--- src/sv/pidff_pkg.sv ---
package pidff_pkg;

  // filter order and output clamp
  localparam int FF_ORDER  = 3;
  localparam int OUT_LIMIT = 13107;

  // datapath widths
  localparam int DEV_W   = 17;
  localparam int MUL_W   = 33;
  localparam int PROD_W  = 2 * MUL_W;
  localparam int ACC_W   = 64;
  localparam int FF_W    = 48;
  localparam int FFACC_W = 52;
  localparam int DR_W    = 28;
  localparam int NUM_IW  = $clog2(FF_ORDER + 1);
  localparam int HIST_IW = $clog2(FF_ORDER);

  // payload types
  typedef struct packed {
    logic signed [15:0] setpoint;
    logic signed [15:0] feedback;
  } in_t;

  typedef struct packed {
    logic signed [14:0] drive;
    logic               limited;
  } out_t;

  // configuration register indexes
  localparam int CFG_IDX_W = 3;
  localparam logic [CFG_IDX_W-1:0] CFG_PROP_GAIN  = 3'd0;
  localparam logic [CFG_IDX_W-1:0] CFG_INTEG_GAIN = 3'd1;
  localparam logic [CFG_IDX_W-1:0] CFG_DERIV_GAIN = 3'd2;
  localparam logic [CFG_IDX_W-1:0] CFG_INTEG_THR  = 3'd3;
  localparam logic [CFG_IDX_W-1:0] CFG_DERIV_RATE = 3'd4;
  localparam logic [CFG_IDX_W-1:0] CFG_FF_ENABLE  = 3'd5;

  // register reset values
  localparam logic [31:0] PROP_GAIN_RST  = 32'd655360;
  localparam logic [31:0] INTEG_GAIN_RST = 32'd19661;
  localparam logic [31:0] DERIV_GAIN_RST = 32'd0;
  localparam logic [15:0] INTEG_THR_RST  = 16'd200;
  localparam logic [9:0]  DERIV_RATE_RST = 10'd1;

  // cap on the integral term magnitude
  localparam logic [ACC_W-1:0] ITERM_CAP = 64'h2000_0000_0000_0000;

  // filter coefficients, q16.16: numerator b0..b3, denominator a1..a3
  localparam logic signed [MUL_W-1:0] FF_NUM [FF_ORDER+1] = '{
    33'sd16361973, -33'sd48876932, 33'sd48745520, -33'sd16230462};
  localparam logic signed [MUL_W-1:0] FF_DEN [FF_ORDER] = '{
    -33'sd64710, -33'sd65215, 33'sd65031};

  // sequencer steps, at most one multiplier issue per step
  localparam int S_DR    = 0;                       // deviation change times rate
  localparam int S_P     = 1;                       // proportional
  localparam int S_D     = 2;                       // derivative
  localparam int S_I     = 3;                       // integral
  localparam int S_B0    = 4;                       // numerator taps
  localparam int S_A0    = S_B0 + FF_ORDER + 1;     // denominator taps, two halves each
  localparam int S_FFEND = S_A0 + 2 * FF_ORDER;     // last filter product lands
  localparam int S_SAT   = S_FFEND + 1;             // filter saturate and history
  localparam int S_OUT   = S_SAT + 1;               // truncate, clamp, write result
  localparam int STEP_W  = $clog2(S_OUT + 1);

  typedef logic [STEP_W-1:0] step_t;

  // sequencer status toward the datapath
  typedef struct packed {
    logic  run;
    step_t step;
    logic  done;
  } seq_t;

endpackage

--- src/sv/pidff_mul.sv ---
module pidff_mul (
  input  logic                                 clk,
  input  logic signed [pidff_pkg::MUL_W-1:0]   mul_a,
  input  logic signed [pidff_pkg::MUL_W-1:0]   mul_b,
  output logic signed [pidff_pkg::PROD_W-1:0]  prod_r
);
  import pidff_pkg::*;

  // shared signed multiplier, product registered
  always_ff @(posedge clk) begin
    prod_r <= mul_a * mul_b;
  end

endmodule

--- config.mk ---
export PLATFORM = sky130hd
export DESIGN_NAME = pidff_mul
export DESIGN_NICKNAME = d
export VERILOG_FILES = /design/src/sv/pidff_pkg.sv /design/src/sv/pidff_mul.sv
export SDC_FILE = /design/constraint.sdc
export NUM_CORES = 2
export LEC_CHECK = 0
export ABC_AREA = 1
export BUFFER_PORTS_ARGS = -buffer_cell sky130_fd_sc_hd__buf_2
export CORE_MARGIN = 3
export CORE_UTILIZATION = 68
export DETAILED_ROUTE_END_ITERATION = 8
export PLACE_DENSITY = 0.86
export RECOVER_POWER = 100
export SLEW_MARGIN = 10
export SYNTH_ARGS = -nofsm -noshare
export SYNTH_HDL_FRONTEND = slang
export SYNTH_SLANG_ARGS = --single-unit
--- constraint.sdc ---
create_clock -name clk -period 25.3 [get_ports clk]
set_clock_uncertainty 0.2 [all_clocks]
set_input_delay 3.795 -clock clk [delete_from_list [all_inputs] [get_ports clk]]
set_output_delay 3.795 -clock clk [all_outputs]
set_load 0.05 [all_outputs]
== Yosys cells after proc, flatten, opt, wreduce, memory -nomap -nowiden ==
Cells that the tools add are included.

* Flip-flop bits (word level): 66
* Latch bits: 0
* Memory bits (writable): 0
* ROM bits: 0
* Input bits: 67
* Logic and storage cells: 2
* Memories kept: 0

* Add/subtract/negate cells: 0
* Multipliers: 1
* Divide/modulo/power cells: 0
* Order comparisons: 0
* Equality and inequality tests: 0
* Shifts and indexed selects: 0
* Multiplexer cells: 0
* Bitwise logic cells: 0
* Reductions and logical operators: 0

{| class="wikitable"
|+ Operators by type and width
! cell !! number
|-
| $mul 33x33->66 || 1
|}

== Longest topological paths before layout ==
* Depth after elaboration: 1
* Mapped depth: 34
* Gate-level depth less buffers: 32

== Worst setup path after synthesis ==
OpenSTA, ideal clock, no wires.

* Kind: input port to flip-flop
* From: in mul_a[32] (netlist name)
* To: reg prod_r[60] (netlist name)
* Arrival: 10.438 ns
* Setup slack: 14.549 ns
* Stages on the path: 23
* Cells stage by stage: clkbuf_1 > clkbuf_1 > nand2_1 > inv_1 > fa_1 > fa_1 > fa_1 > fa_1 > inv_1 > fa_1 > fa_1 > fa_1 > fa_1 > inv_1 > ha_1 > nand2_1 > nor2_1 > inv_1 > nor3_1 > nand2_1 > and2_0 > nand4_1 > nand2_1

* Word-level cells in the longest chain between the ends: 1

{| class="wikitable"
|+ Ends and longest elaborated chain
! element !! line !! RTL
|-
| start, declared || pidff_mul.sv:3 || <nowiki>input logic signed [pidff_pkg::MUL_W-1:0] mul_a,</nowiki>
|-
| $mul 33x33->66 || pidff_mul.sv:11 || <nowiki>prod_r <= mul_a * mul_b;</nowiki>
|-
| end signal, assigned || pidff_mul.sv:11 ||
|-
| end, declared || pidff_mul.sv:5 || <nowiki>output logic signed [pidff_pkg::PROD_W-1:0] prod_r</nowiki>
|}

No other way between the ends.

== Worst setup path in the final report ==
* From: in mul_b[0] (netlist name)
* To: reg prod_r[60] (netlist name)

* Word-level cells in the longest chain between the ends: 1

{| class="wikitable"
|+ Ends and longest elaborated chain
! element !! line !! RTL
|-
| start, declared || pidff_mul.sv:4 || <nowiki>input logic signed [pidff_pkg::MUL_W-1:0] mul_b,</nowiki>
|-
| $mul 33x33->66 || pidff_mul.sv:11 ||
|}

No other way between the ends.

==> results.toml <==
[critical_path]
worst_ep_arrival_time_ns = 12.34
cp_max_fo = 33
criticalPathCategory = "in2reg"
cpMaxStageDelayCell = "fa_1"
cp_data_required_time_ns = 25.34
end_kind = "flop"
crit_top_cell = "fa_1"
max_stage_delay_ns = 1.32
path_cells = "clkbuf_1 > nand2_1 > inv_1 > fa_1 > fa_1 > fa_1 > fa_1 > inv_1 > fa_1 > fa_1 > fa_1 > fa_1 > inv_1 > ha_1 > nand2_1 > nor2_1 > inv_1 > nor3_1 > nand2_1 > nor2_1 > nand2_1 > nand4_1 > nand2_1"
cp-start-kind = "primary input"

[route]
drcViolationCount = 0
drt_iter0_drc = 2875
wl_per_cell_um = 18.5
postRouteAntennaNets = 0
drt_wl_total_um = 116000
routed_via_density = 5.41
first_pass_iters = 6
num_vias = 34000

[yosys]
syn-num-nets = 6972
synth_cell_types = 35
synth_edf_count = 0
yosysWarningCount = 0
synthTopCellsByArea = "fa_1, inv_1, nand2_1"
synth_top_cell_area_share = 0.531
synth_ff_type = "dfxtp_1"
syn_avg_cell_area_um2 = 7.79
synthArstFlopShare = 0
synth.cell_area_um2 = 43200
yosys.area.top_type = "fa_1"
netlist_instances = 5543
seq_area_frac_synth = 0.0306
ys_seq_elements = 66

[hold_path]
holdPathEnd = "prod_r[0]"
min_from = "mul_a[0]"
min_path_type = "in2reg"
min_path_cells = 4

[floorplan]
start_util = 0.693
core_area_um2 = 62300
rows = 91
dieArea_um2 = 66600
fp.dieH_um = 258
die_w_um = 258
ios = 133

[cells_and_area]
largest_register_ffs = 66
nets = 6861
syn_to_final_growth_pct = 2.16
fillers = 4746
largestRegisters = "prod_r (66)"
stdcell_count = 6279
finalInstanceArea_um2 = 44100
layout-drive-gt1-share = 0.0235
regMostFlops = "prod_r"

[clocking]
cts_resized = 0
ctsHoldBuffers = 0
cts_root_buf = "clkbuf_16"
htree_levels = 3
clk_path_buf_depth = 2
clock_sinks = 66
cts_tree = "done"
clk_pin_slew_ns = 0.07
cts_made_buffers = 9
postCtsSetupRepairBufs = 0

[grt]
overflow = 0
antenna_found_initial = 6
grt_max_degree = 35
grt_pass1_wl_um = 195000
grt_pass1_vias = 38800
grt_usage = 0.371

[place]
dpl_cell_area_um2 = 44000
io_buffers = 132
hpwl_um = 95700
gp_congestion = 0.971
place_inst = 6258

[sta]
worst_pin_slew_ns = 1.66
period_minus_slack_ns = 12.31
finalCritPeriodShare = 0.486
grt_setup_unrepaired = "no"
setup_tns_ns = 0
maxSlewViolCount = 34
clock.fmax_mhz = 81.3
slew_headroom = -0.106
setup_violations = 0
hold_viol_final = 0

[status]
violations = "max-capacitance violations, max-slew violations"
status = "finished, violations left"

[flow_run]
drv_cap = 1
-- per-layer routing --
metal,routed length (um),global-route usage,share of wire
met5,23,0,0.00020
met4,8200,0.211,0.071
met3,11400,0.0709,0.098
met2,56400,0.634,0.49
met1,40000,0.443,0.35
-- kinds of logic after synthesis --
kind of cell             after synthesis  synth area share
AND/OR/NAND/NOR                     1810             0.166
flip-flops                            66            0.0306
AO/OA/AOI/OAI                        106            0.0138
XOR/XNOR                              41           0.00832
adder cells (fa/ha/maj)             1362             0.594
buffers and inverters               2158             0.188
-- worst max path at each step --
stage,startpoint,to,slack (ns),cells after the start
floorplan,mul_a[32],prod_r[60],14.55,23
global placement,mul_a[32],prod_r[64],13.62,21
detailed placement,mul_b[0],prod_r[60],13.42,23
CTS,mul_b[0],prod_r[60],13.75,23
global route,mul_b[0],prod_r[60],12.48,24
finish,mul_b[0],prod_r[60],12.99,23
-- synthesized netlist by cell type, types with 2 or more instances --
master and number:
a21o_1 2, nand2_1 1517, nor2_2 20, xnor2_1 4, o21ai_1 3, ha_1 217, and2_1 2, nand3_2 8
inv_1 1894, nor2_4 3, nor3_1 7, nor2_1 131, xor2_1 37, clkbuf_1 262, nor4_1 4, nand4_1 19
o21ai_0 19, nand2_2 17, nand3b_1 3, dfxtp_1 66, nand3_1 70, o21bai_1 14, or2_2 5, fa_1 1145
a21oi_2 4, a21oi_1 61
-- layout by cell type, fill, tap and decap left out, types with 14 or more instances in the layout --
master    count
o21bai_1     14
buf_2        65
clkbuf_1     67
nand3_1      74
xor2_1       37
dfxtp_1      66
nand4_1      19
ha_1        217
a21oi_1      63
nand2_1    1522
o21ai_0      19
inv_1      1894
nor2_1      141
fa_1       1145
-- area by class of cell --
cell class	count	area [um^2]	area share
multi-input combinational	3319	33700	0.763
inverter	1895	7110	0.161
sequential	66	1320	0.0300
tap	837	1050	0.0237
timing repair buffer	141	644	0.0146
clock buffer	9	225	0.00511
clock inverter	7	70.1	0.00159
antenna	5	12.5	0.000284
-- per-stage QoR --
stage / hold slack, ns / util / setup WS [ns]
6_report: 3.82 / 0.708 / 12.99
5_1_grt: 3.86 / 0.708 / 12.48
4_1_cts: 3.79 / 0.711 / 13.75
3_5_place_dp: 4.06 / 0.706 / 13.42
3_3_place_gp: 4.06 / 0.706 / 13.62
2_1_floorplan: 3.86 / - / 14.55
-- worst max-delay path, delay by kind of cell --
family / cells / cell delay (ns)
buffers and inverters: 5 / 1.69
adders and majority gates: 9 / 5.64
and+or+nand+nor: 9 / 1.20
Power is not shown: default switching activity piles up to over one toggle a cycle in this logic, so the estimate is an artifact.
