`config.mk`:
```
export PLATFORM = sky130hd
export DESIGN_NAME = pidff_seq
export DESIGN_NICKNAME = d
export VERILOG_FILES = /design/src/sv/pidff_pkg.sv /design/src/sv/pidff_seq.sv
export SDC_FILE = /design/constraint.sdc
export NUM_CORES = 1
export LEC_CHECK = 0
export BUFFER_PORTS_ARGS = -buffer_cell sky130_fd_sc_hd__buf_2
export CAP_MARGIN = 20
export CORE_AREA = 4 4 41 43
export CTS_BUF_LIST = sky130_fd_sc_hd__clkbuf_16
export DETAILED_ROUTE_END_ITERATION = 10
export DIE_AREA = 0 0 45 47
export GPL_TIMING_DRIVEN = 0
export SYNTH_ARGS = -nofsm -noshare
export SYNTH_HDL_FRONTEND = slang
export SYNTH_SLANG_ARGS = --single-unit
```
`constraint.sdc`:
```
create_clock -name clk -period 1.2 [get_ports clk]
set_input_delay 0.24 -clock clk [delete_from_list [all_inputs] [get_ports clk]]
set_output_delay 0.24 -clock clk [all_outputs]
set_load 0.05 [all_outputs]
```
`src/sv/pidff_pkg.sv`:
```
package pidff_pkg;

  // filter order and output clamp
  localparam int FF_ORDER  = 3;
  localparam int OUT_LIMIT = 13107;

  // datapath widths
  localparam int DEV_W   = 17;
  localparam int MUL_W   = 33;
  localparam int PROD_W  = 2 * MUL_W;
  localparam int ACC_W   = 64;
  localparam int FF_W    = 48;
  localparam int FFACC_W = 52;
  localparam int DR_W    = 28;
  localparam int NUM_IW  = $clog2(FF_ORDER + 1);
  localparam int HIST_IW = $clog2(FF_ORDER);

  // payload types
  typedef struct packed {
    logic signed [15:0] setpoint;
    logic signed [15:0] feedback;
  } in_t;

  typedef struct packed {
    logic signed [14:0] drive;
    logic               limited;
  } out_t;

  // configuration register indexes
  localparam int CFG_IDX_W = 3;
  localparam logic [CFG_IDX_W-1:0] CFG_PROP_GAIN  = 3'd0;
  localparam logic [CFG_IDX_W-1:0] CFG_INTEG_GAIN = 3'd1;
  localparam logic [CFG_IDX_W-1:0] CFG_DERIV_GAIN = 3'd2;
  localparam logic [CFG_IDX_W-1:0] CFG_INTEG_THR  = 3'd3;
  localparam logic [CFG_IDX_W-1:0] CFG_DERIV_RATE = 3'd4;
  localparam logic [CFG_IDX_W-1:0] CFG_FF_ENABLE  = 3'd5;

  // register reset values
  localparam logic [31:0] PROP_GAIN_RST  = 32'd655360;
  localparam logic [31:0] INTEG_GAIN_RST = 32'd19661;
  localparam logic [31:0] DERIV_GAIN_RST = 32'd0;
  localparam logic [15:0] INTEG_THR_RST  = 16'd200;
  localparam logic [9:0]  DERIV_RATE_RST = 10'd1;

  // cap on the integral term magnitude
  localparam logic [ACC_W-1:0] ITERM_CAP = 64'h2000_0000_0000_0000;

  // filter coefficients, q16.16: numerator b0..b3, denominator a1..a3
  localparam logic signed [MUL_W-1:0] FF_NUM [FF_ORDER+1] = '{
    33'sd16361973, -33'sd48876932, 33'sd48745520, -33'sd16230462};
  localparam logic signed [MUL_W-1:0] FF_DEN [FF_ORDER] = '{
    -33'sd64710, -33'sd65215, 33'sd65031};

  // sequencer steps, at most one multiplier issue per step
  localparam int S_DR    = 0;                       // deviation change times rate
  localparam int S_P     = 1;                       // proportional
  localparam int S_D     = 2;                       // derivative
  localparam int S_I     = 3;                       // integral
  localparam int S_B0    = 4;                       // numerator taps
  localparam int S_A0    = S_B0 + FF_ORDER + 1;     // denominator taps, two halves each
  localparam int S_FFEND = S_A0 + 2 * FF_ORDER;     // last filter product lands
  localparam int S_SAT   = S_FFEND + 1;             // filter saturate and history
  localparam int S_OUT   = S_SAT + 1;               // truncate, clamp, write result
  localparam int STEP_W  = $clog2(S_OUT + 1);

  typedef logic [STEP_W-1:0] step_t;

  // sequencer status toward the datapath
  typedef struct packed {
    logic  run;
    step_t step;
    logic  done;
  } seq_t;

endpackage

```
`src/sv/pidff_seq.sv`:
```
module pidff_seq (
  input  logic              clk,
  input  logic              rst_n,
  input  logic              in_valid,
  input  logic              out_hold,
  output logic              in_ready,
  output pidff_pkg::seq_t   seq
);
  import pidff_pkg::*;

  localparam logic ST_IDLE = 1'b0;
  localparam logic ST_RUN  = 1'b1;

  logic  state_r, state_nxt;
  step_t step_r, step_nxt;
  logic  last_step;

  assign last_step = (step_r == step_t'(S_OUT));
  assign in_ready  = (state_r == ST_IDLE);

  // step counter, holds on the last step while the result register is full and out_ready is low
  always_comb begin
    state_nxt = state_r;
    step_nxt  = step_r;
    unique case (state_r)
      ST_IDLE: begin
        if (in_valid) begin
          state_nxt = ST_RUN;
          step_nxt  = '0;
        end
      end
      ST_RUN: begin
        if (last_step) begin
          if (!out_hold) state_nxt = ST_IDLE;
        end else begin
          step_nxt = step_r + step_t'(1);
        end
      end
      default: state_nxt = ST_IDLE;
    endcase
  end

  always_ff @(posedge clk) begin
    if (!rst_n) begin
      state_r <= ST_IDLE;
      step_r  <= '0;
    end else begin
      state_r <= state_nxt;
      step_r  <= step_nxt;
    end
  end

  assign seq.run  = (state_r == ST_RUN);
  assign seq.step = step_r;
  assign seq.done = (state_r == ST_RUN) && last_step && !out_hold;

endmodule
```
Yosys cells after proc, flatten, opt, wreduce, memory -nomap -nowiden
Index checks and enable logic that the tools add are counted.

storage, ports and cells
  latch bits = 0
  bits in read-only memories = 0
  memories kept = 0
  input port bits = 4
  bits in writable memories = 0
  register bits = 6
  output and inout port bits = 8
  logic and storage cells = 18

operators by class
  bitwise gates (word level) = 1
  reductions and logical operators = 4
  muxes and demuxes = 7
  eq/ne operators = 3
  add/subtract/negate cells = 1
  shifts and indexed selects = 0
  $lt $le $gt $ge = 0
  multipliers = 0
  div/mod/pow operators = 0

operators with widths
  cell                                                           number
  5-bit two-way mux                                              2
  5-bit one-hot mux with 2 select lines                          1
  5-bit by 1-bit adder with 5-bit output, second input constant  1
  5-bit == test, second input constant                           1
  2-bit inequality test, second input constant                   2
  1-bit two-way mux                                              3
  1-bit logical AND                                              2
  1-bit one-hot mux with 2 select lines                          1
  2-bit AND reduction                                            1
  1-bit logical NOT                                              1
  1-bit NOT                                                      1

Longest topological paths before layout
Gate-level depths: netlist (run 1).

  depth in word-level cells = 3
  gate-level depth with buffers = 5
  depth with buffers taken out = 5

Worst setup path before layout (run 1)
No wires, ideal clock.

  path type = flip-flop to output port
  start point = reg step_r[4]
  end point = out seq[0] in the netlist's numbering
  setup slack = -0.906 ns
  data arrival time = 1.866 ns
  path buffers = 0
  stages on the path, launching flop included = 4
  data required time = 0.960 ns
  path through = dfxtp_1 > nor4bb_4 > nand2_2 > nor2_1

RTL lines
  what                      line             source
  start: declaration        pidff_seq.sv:15  step_t step_r, step_nxt;
  start signal: assignment  pidff_seq.sv:49  step_r <= step_nxt;
  end: declaration          pidff_seq.sv:7   output pidff_pkg::seq_t seq

==> impl_metrics.yaml, run 1 <==
run_status:
  status: "finished, violations left"
  violations: "negative setup slack"
global_routing:
  grt_max_degree: 11
  grt_pass1_vias: 336
  grt_use_total_pct: 10.6
  grt_pass1_wl_mm: 1.40
  grt_overflow: 0
  antenna_found_initial: 0
route:
  wl_per_cell_um: 12.7
  drtIter0Drc: 3
  drtPass1Iterations: 2
  detail-route-antenna-nets: 0
  finalWirelength_um: 963
  vias: 377
  met1_length_um: 371
  wl_met2_um: 471
  drc: 0
  via_per_inst: 4.96
  top_layer_used: "met4"
  wl_met3_um: 91
power:
  p_total_mw: 0.864
  switching_share_pct: 22.2
  power.clock.fraction_pct: 63.9
  power_switching_mw: 0.191
  pwr-share-comb_pct: 12.2
  p_leak_nw: 0.240
  power_density_nw_per_um2: 1410
  vdd_drop_max_mv: 0.959
  power_frac_seq_pct: 24.0
  p_int_mw: 0.673
synth:
  synth_fp_nets: 48
  syn_inst: 42
  yosysWarnings: 0
  synth-seq-cells: 6
  synth-seq-area-share_pct: 34.8
  synth.top_cell.area_share_pct: 34.8
  synth.largest_area_cell: "dfxtp_1"
  synth_cell_types: 17
  synth_area_um2: 345
  avgSynthCellArea_um2: 8.22
  synth_area_leaders: "dfxtp_1 (35%), nand3_1 (8.7%), a31oi_1 (7.2%)"
cts:
  clk_pin_slew_ns: 0.04
  clock-root-buffer: "clkbuf_16"
  cts_made_buffers: 3
  cts_num_sinks: 6
  cts_tree: "yes"
  clockBufferDepth: 2
  clkLatencyLatePin_ns: 0.23
  htreeDepth: 1
timing:
  fmax_ghz: 0.623
  fin_crit_ns: 1.61
  max_slew.worst_pin.slew_ns: 0.372
  max-slew-margin-rel_pct: 75.1
  layout_setup_ws_ns: -0.405
  rsz0062_at_grt: "yes"
  maxSlewViolCount: 0
  skew_ns: 0.00230
  finalSetupViolCount: 6
  post-route-period-util_pct: 134
  hold_violations: 0
floorplan:
  core_um2: 1300
  io_pins: 12
  die_area_um2: 2120
  die_w_um: 45
  num_rows: 13
  start_util_pct: 26.5
  die_height_um: 47
placed_design:
  globalplace.congestion: 0.633
  place_ws_ns: -0.391
  port-buffer-count: 11
critical_path:
  cpMaxStageDelayCell: "dfxtp_4"
  crit_chain: "inv_2, ha_4, nor4bb_4, nand2_2, nor2_4, buf_8"
  end_kind: "output port"
  r2r_cells: 6
  r2r_end: "step_r[0]"
  r2r_start: "step_r[0]"
  worst_ep_required_time_ns: 0.96
  critPathArrivalTime_ns: 1.37
  r2r_setup_slack_ns: -0.23
  path_max_fanout: 2
  critPathKind: "register to output port"
  startpoint_type: "register"
  cpPeakStageDelay_ns: 0.33
hold_path:
  min_delay_path_depth: 2
  min_from: "rst_n"
  min_to: "state_r"
  hp-class: "primary input to register"
flow_run:
  maxCapViolations: 0
cells_and_area:
  n_antenna_cell: 0
  drive_gt1_share_pct: 57.4
  nNetsFinal: 68
  final_cell_mix: "buf_2 (9), nand3_1 (5), nand2_1 (5), buf_4 (5), or3_1 (4)"
  syn_to_final_growth_pct: 77.2
  finalCoreUtilization_pct: 47.0
  mostFrequentLayoutCell: "buf_2"
==> metal layers <==
metal,global-route usage [%],vias up
met3,7.28,5
met5,0,-
li1,-,184
met1,10.3,175
met2,15.5,13
met4,8.77,0
==> how the worst max path moves through the flow <==
stage                          from     end  slack (ns)  cells past startpoint
after floorplan           step_r[0]  seq[0]       -0.31                      5
after global placement    step_r[0]  seq[0]       -0.41                      6
final                     step_r[1]  seq[0]       -0.41                      6
after detailed placement  step_r[0]  seq[0]       -0.39                      6
after CTS                 step_r[1]  seq[0]       -0.43                      6
after global routing      step_r[1]  seq[0]       -0.46                      6
==> cells in the mapped netlist <==
cell type and count:
a21oi_1 1, buf_2 1, buf_4 1, inv_1 4, o221a_1 1, nor4bb_4 1
nand2_1 5, dfxtp_1 6, nand2_2 1, nand3b_1 1, nand3_1 6, or3_1 4
nor2b_1 1, nor2_1 2, ha_1 2, o21ai_0 1, a31oi_1 4
==> worst max-delay path: cells and delay by family, from the launching register on <==
kind,cells,cell delay [ns]
and+or+nand+nor,3,0.47
DFF,1,0.33
adders and majority gates,1,0.12
buffers and inverters,2,0.21
==> sequential cells by signal, indices dropped and copies added (netlist names) <==
name / count
step_r: 5
state_r: 1
==> area by class of cell <==
cell class / count / area, um2
clock inverters: 1 / 3.75
well taps: 15 / 18.8
fillers: 140 / 689
clock buffers: 3 / 75.1
plain buffers: 2 / 12.5
repair buffers: 15 / 108
inverters: 4 / 15.0
flip-flops and latches: 6 / 134
multi-input cells: 30 / 245
==> per-stage QoR <==
step / hold slack, ns / setup TNS [ns] / instances / area, um2
floorplan: 0.382 / -0.679 / 42 / 382
global placement: 0.502 / -0.738 / 68 / 455
detailed placement: 0.505 / -0.635 / 68 / 455
CTS: 0.263 / -0.778 / 75 / 568
global route: 0.276 / -1.34 / 76 / 612
finish: 0.268 / -1.01 / 76 / 612
==> power groups by stage <==
stage | combinational [mW] | clock (mW) | sequential [mW]
2_1_floorplan | 0.0502 | 0 | 0.226
3_3_place_gp | 0.0842 | 0 | 0.215
3_5_place_dp | 0.0840 | 0 | 0.215
4_1_cts | 0.0970 | 0.565 | 0.207
5_1_grt | 0.114 | 0.585 | 0.208
6_report | 0.105 | 0.552 | 0.207
==> cells by family after synthesis <==
family / count (synthesis) / synth area share, %
buffers and inverters: 6 / 7.97
AOI/OAI and AO/OA: 7 / 13.4
DFF: 6 / 34.8
and+or+nand+nor: 21 / 36.6
adders and majority gates: 2 / 7.25
==> timing repair <==
action | CTS | global route
resized for setup | 4 | 7
buffers inserted | 3 | 2
pin swaps | 4 | 7
hold buffers | 0 | 0
setup endpoints to repair | 5 | 7
Note: power is estimated with default switching activity, not from simulation.
==> inputs of run 2 (changes only) <==
--- a/config.mk
+++ b/config.mk
@@ -12,6 +12,7 @@
 export DETAILED_ROUTE_END_ITERATION = 10
 export DIE_AREA = 0 0 45 47
 export GPL_TIMING_DRIVEN = 0
+export RECOVER_POWER = 50
 export SYNTH_ARGS = -nofsm -noshare
 export SYNTH_HDL_FRONTEND = slang
 export SYNTH_SLANG_ARGS = --single-unit
==> impl_metrics.yaml, run 2 (synthesis gave the netlist of run 1 again) <==
cells_and_area:
  final_cell_area_um2: 608
  mostFrequentLayoutCell: "buf_2"
  syn_to_final_growth_pct: 76.1
  largest_reg_flops: 5
  fill_cells: 142
  n_antenna_cell: 0
  final_cell_mix: "buf_2 (8), buf_4 (6), nand3_1 (5), nand2_1 (5), or3_1 (4)"
  regMostFlops: "step_r"
  instances_no_fill: 76
  drive_gt1_share_pct: 57.4
  reg.largest.list: "step_r (5), state_r (1)"
  nNetsFinal: 68
cts:
  clkLatencyLatePin_ns: 0.23
  cts_tree: "yes"
  clk_pin_slew_ns: 0.04
  cts_num_sinks: 6
  cts_made_buffers: 3
  htreeDepth: 1
  clock-root-buffer: "clkbuf_16"
  clockBufferDepth: 2
power:
  p_total_mw: 0.865
  p_leak_nw: 0.238
  power.clock.fraction_pct: 64.1
  switching_share_pct: 22.4
  power_frac_seq_pct: 23.9
  power_density_nw_per_um2: 1420
  vdd_drop_max_mv: 0.957
  p_int_mw: 0.671
  power_switching_mw: 0.193
  pwr-share-comb_pct: 12.0
critical_path:
  r2r_end: "step_r[0]"
  end_kind: "output port"
  worst-path-stages: 6
  cpPeakStageDelay_ns: 0.33
  crit_chain: "inv_2, ha_4, nor4bb_4, nand2_2, nor2_4, buf_8"
  cpMaxStageDelayCell: "dfxtp_4"
  critical_path_buf_inv_count: 2
  worst_ep_required_time_ns: 0.96
  r2r_setup_slack_ns: -0.22
  critPathKind: "register to output port"
  path_max_fanout: 2
  r2r_start: "step_r[0]"
  startpoint_type: "register"
  critPathArrivalTime_ns: 1.37
  critical-path-top-delay-family: "simple AND/OR/NAND/NOR gates"
  r2r_cells: 6
floorplan:
  num_rows: 13
  start_util_pct: 26.5
  die_height_um: 47
  io_pins: 12
  die_w_um: 45
  core_um2: 1300
  die_area_um2: 2120
hold_path:
  min_from: "rst_n"
  min_to: "state_r"
  hp-class: "primary input to register"
  min_delay_path_depth: 2
timing:
  fmax_ghz: 0.623
  rsz0062_at_grt: "yes"
  post-route-period-util_pct: 134
  finalSetupTns_ns: -0.988
  max_slew.worst_pin.slew_ns: 0.371
  max-slew-margin-rel_pct: 75.2
  fin_hold_ws_ns: 0.269
  maxSlewViolCount: 0
  skew_ns: 0.00166
  fin_crit_ns: 1.61
  finalSetupViolCount: 6
  hold_violations: 0
  layout_setup_ws_ns: -0.405
placed_design:
  port-buffer-count: 11
  numPlacedInstances: 68
  dpl-instance-area_um2: 455
  globalplace.congestion: 0.633
global_routing:
  grt_pass1_wl_mm: 1.40
  antenna_found_initial: 0
  grt_pass1_vias: 336
  grt_max_degree: 11
  grt_overflow: 0
  grt_use_total_pct: 10.6
route:
  detail-route-antenna-nets: 0
  vias: 377
  via_per_inst: 4.96
  drtPass1Iterations: 2
  drc: 0
  drtIter0Drc: 3
  finalWirelength_um: 960
  wl_per_cell_um: 12.6
run_status:
  violations: "negative setup slack"
  status: "finished, violations left"
flow_run:
  maxCapViolations: 0
run 2: cell types whose count changed in the layout (fill, tap and decap cells not counted), sizes merged:
cell | before | now
buf | 17 | 16
clkbuf | 3 | 4
run 2: power groups by stage:
stage          Clock (mW)  Sequential, mW  Combinational [mW]
4_1_cts             0.565           0.207              0.0970
3_5_place_dp            0           0.215              0.0840
3_3_place_gp            0           0.215              0.0842
6_report            0.554           0.207               0.104
2_1_floorplan           0           0.226              0.0502
5_1_grt             0.585           0.207               0.113
run 2: worst max-delay path by stage:
stage / end / slack (ns) / from
5_1_grt: seq[0] / -0.46 / step_r[1]
6_report: seq[0] / -0.41 / step_r[1]
3_5_place_dp: seq[0] / -0.39 / step_r[0]
4_1_cts: seq[0] / -0.43 / step_r[1]
3_3_place_gp: seq[0] / -0.41 / step_r[0]
2_1_floorplan: seq[0] / -0.31 / step_r[0]
run 2: final cells by class:
class | instances | area (um2) | area share, %
buffer | 2 | 12.5 | 2.06
clock buffer | 3 | 75.1 | 12.3
clock inverter | 1 | 3.75 | 0.617
inverter | 4 | 15.0 | 2.47
multi-input combinational | 30 | 245 | 40.3
sequential | 6 | 134 | 22.0
tap | 15 | 18.8 | 3.09
timing repair buffer | 15 | 104 | 17.1
run 2: layer usage:
layer	GRT usage (%)	vias to the layer above	wire (um)	part of all wire [%]
met3	7.28	5	91	9.5
met4	8.77	0	29	3.0
met1	10.3	175	373	39
met5	0	-	0	0
met2	15.5	13	465	48
li1	-	184	-	-
run 2: timing repair:
action / 4_1_cts / 5_1_grt
hold endpoints to repair: 0 / 0
pin swaps: 4 / 7
buffers inserted: 3 / 2
hold buffers: 0 / 0
resized for setup: 4 / 7
setup endpoints to repair: 5 / 7
run 2: per-stage QoR:
stage	utilization, %	setup slack, ns
global placement	35.0	-0.412
CTS	43.7	-0.434
finish	46.7	-0.405
detailed placement	35.0	-0.391
global route	46.7	-0.455
floorplan	-	-0.314
==> inputs of run 3 (changes only) <==
--- a/config.mk
+++ b/config.mk
@@ -13,6 +13,7 @@
 export DIE_AREA = 0 0 45 47
 export GPL_TIMING_DRIVEN = 0
 export RECOVER_POWER = 50
+export SKIP_LAST_GASP = 1
 export SYNTH_ARGS = -nofsm -noshare
 export SYNTH_HDL_FRONTEND = slang
 export SYNTH_SLANG_ARGS = --single-unit
==> impl_metrics.yaml, run 3 (synthesis gave the netlist of run 1 again) <==
cells_and_area:
  nNetsFinal: 68
  regMostFlops: "step_r"
  finalCoreUtilization_pct: 47.0
  largest_reg_flops: 5
  drive_gt1_share_pct: 57.4
  syn_to_final_growth_pct: 77.2
  n_antenna_cell: 0
  mostFrequentLayoutCell: "buf_2"
  final_cell_mix: "buf_2 (7), nand3_1 (5), nand2_1 (5)"
  reg.largest.list: "step_r (5), state_r (1)"
floorplan:
  num_rows: 13
  core_um2: 1300
  io_pins: 12
  die_height_um: 47
  die_w_um: 45
  die_area_um2: 2120
  start_util_pct: 26.5
placed_design:
  globalplace.congestion: 0.633
  port-buffer-count: 11
cts:
  htreeDepth: 1
  clock-root-buffer: "clkbuf_16"
  clk_pin_slew_ns: 0.04
  cts_tree: "yes"
  clkLatencyLatePin_ns: 0.23
  cts_num_sinks: 6
  holdBufCountCts: 0
  clockBufferDepth: 2
  cts_made_buffers: 3
power:
  vdd_drop_max_mv: 0.956
  p_leak_nw: 0.238
  p_total_mw: 0.863
  power_density_nw_per_um2: 1410
route:
  detail-route-antenna-nets: 0
  drtPass1Iterations: 2
  drc: 0
  via_per_inst: 4.97
  vias: 378
  wl_per_cell_um: 12.7
  finalWirelength_um: 964
  drtIter0Drc: 2
run_status:
  status: "finished, violations left"
  violations: "negative setup slack"
timing:
  skew_ns: 0.00220
  post-route-period-util_pct: 134
  fin_crit_ns: 1.61
  max-slew-margin-rel_pct: 75.1
  finalSetupTns_ns: -1.01
  finalSetupViolCount: 6
  rsz0062_at_grt: "yes"
  hold_violations: 0
  max_slew.worst_pin.slew_ns: 0.373
  maxSlewViolCount: 0
  layout_setup_ws_ns: -0.405
  fmax_ghz: 0.623
global_routing:
  grt_pass1_wl_mm: 1.40
  grt_overflow: 0
  grt_max_degree: 11
  grt_pass1_vias: 336
  grt_use_total_pct: 10.6
  antenna_found_initial: 0
critical_path:
  worst_ep_required_time_ns: 0.96
  startpoint_type: "register"
  cpPeakStageDelay_ns: 0.33
  critPathArrivalTime_ns: 1.37
  path_max_fanout: 2
  cpMaxStageDelayCell: "dfxtp_4"
  crit_chain: "inv_2, ha_4, nor4bb_4, nand2_2, nor2_4, buf_8"
  critPathKind: "register to output port"
  end_kind: "output port"
hold_path:
  hp-class: "primary input to register"
flow_run:
  maxCapViolations: 0
[run 3: cell count changes in the layout (fill, tap and decap cells not counted), sizes merged]
cell / before / now
buf: 16 / 14
clkbuf: 4 / 6
[run 3: stage by stage]
stage	cells	setup slack, ns	instance area, um2	hold WS, ns
floorplan	42	-0.314	382	0.382
global placement	68	-0.412	455	0.502
detailed placement	68	-0.391	455	0.505
CTS	75	-0.434	563	0.263
global route	76	-0.455	612	0.276
finish	76	-0.405	612	0.268
[run 3: report_power, final]
part	total (mW)	switching, mW	internal (mW)
sequential	0.207	0.00445	0.203
combinational	0.105	0.0676	0.0371
clock	0.551	0.119	0.433
[run 3: final timing paths]
| check | startpoint | to | slack, ns | cells after the start |
|---|---|---|---|---|
| worst max-delay path | step_r[1] | seq[0] | -0.41 | 6 |
| worst min-delay path | rst_n | state_r | 0.27 | 2 |
| worst max register to register | step_r[0] | step_r[0] | -0.23 | 6 |
| worst min register to register | step_r[3] | step_r[3] | 0.53 | 2 |
[run 3: what timing repair did]
| item | 4_1_cts | 5_1_grt |
|---|---|---|
| pin swaps | 4 | 7 |
| buffers inserted | 3 | 2 |
| cloned | 0 | 0 |
| setup endpoints to repair | 5 | 9 |
| gates resized for setup | 2 | 10 |
[run 3: critical path: cells and delay by family, from the launching register on]
| family | cells | cell delay, ns |
|---|---|---|
| buf+inv | 2 | 0.21 |
| fa+ha+maj | 1 | 0.12 |
| flops | 1 | 0.33 |
| simple gates | 3 | 0.47 |
[run 3: layout make-up]
class                           count  area, um2
Buffer                              2       12.5
Clock buffer                        3       75.1
Clock inverter                      1       3.75
Fill cell                         140        689
Inverter                            4       15.0
Multi-Input combinational cell     30        245
Sequential cell                     6        134
Tap cell                           15       18.8
Timing Repair Buffer               15        108
[run 3: routing by layer]
metal	up-vias	part of all wire [%]	GRT usage, %
li1	185	-	-
met5	-	0	0
met4	0	3.0	8.77
met3	5	9.3	7.28
met2	13	49	15.5
met1	175	39	10.3
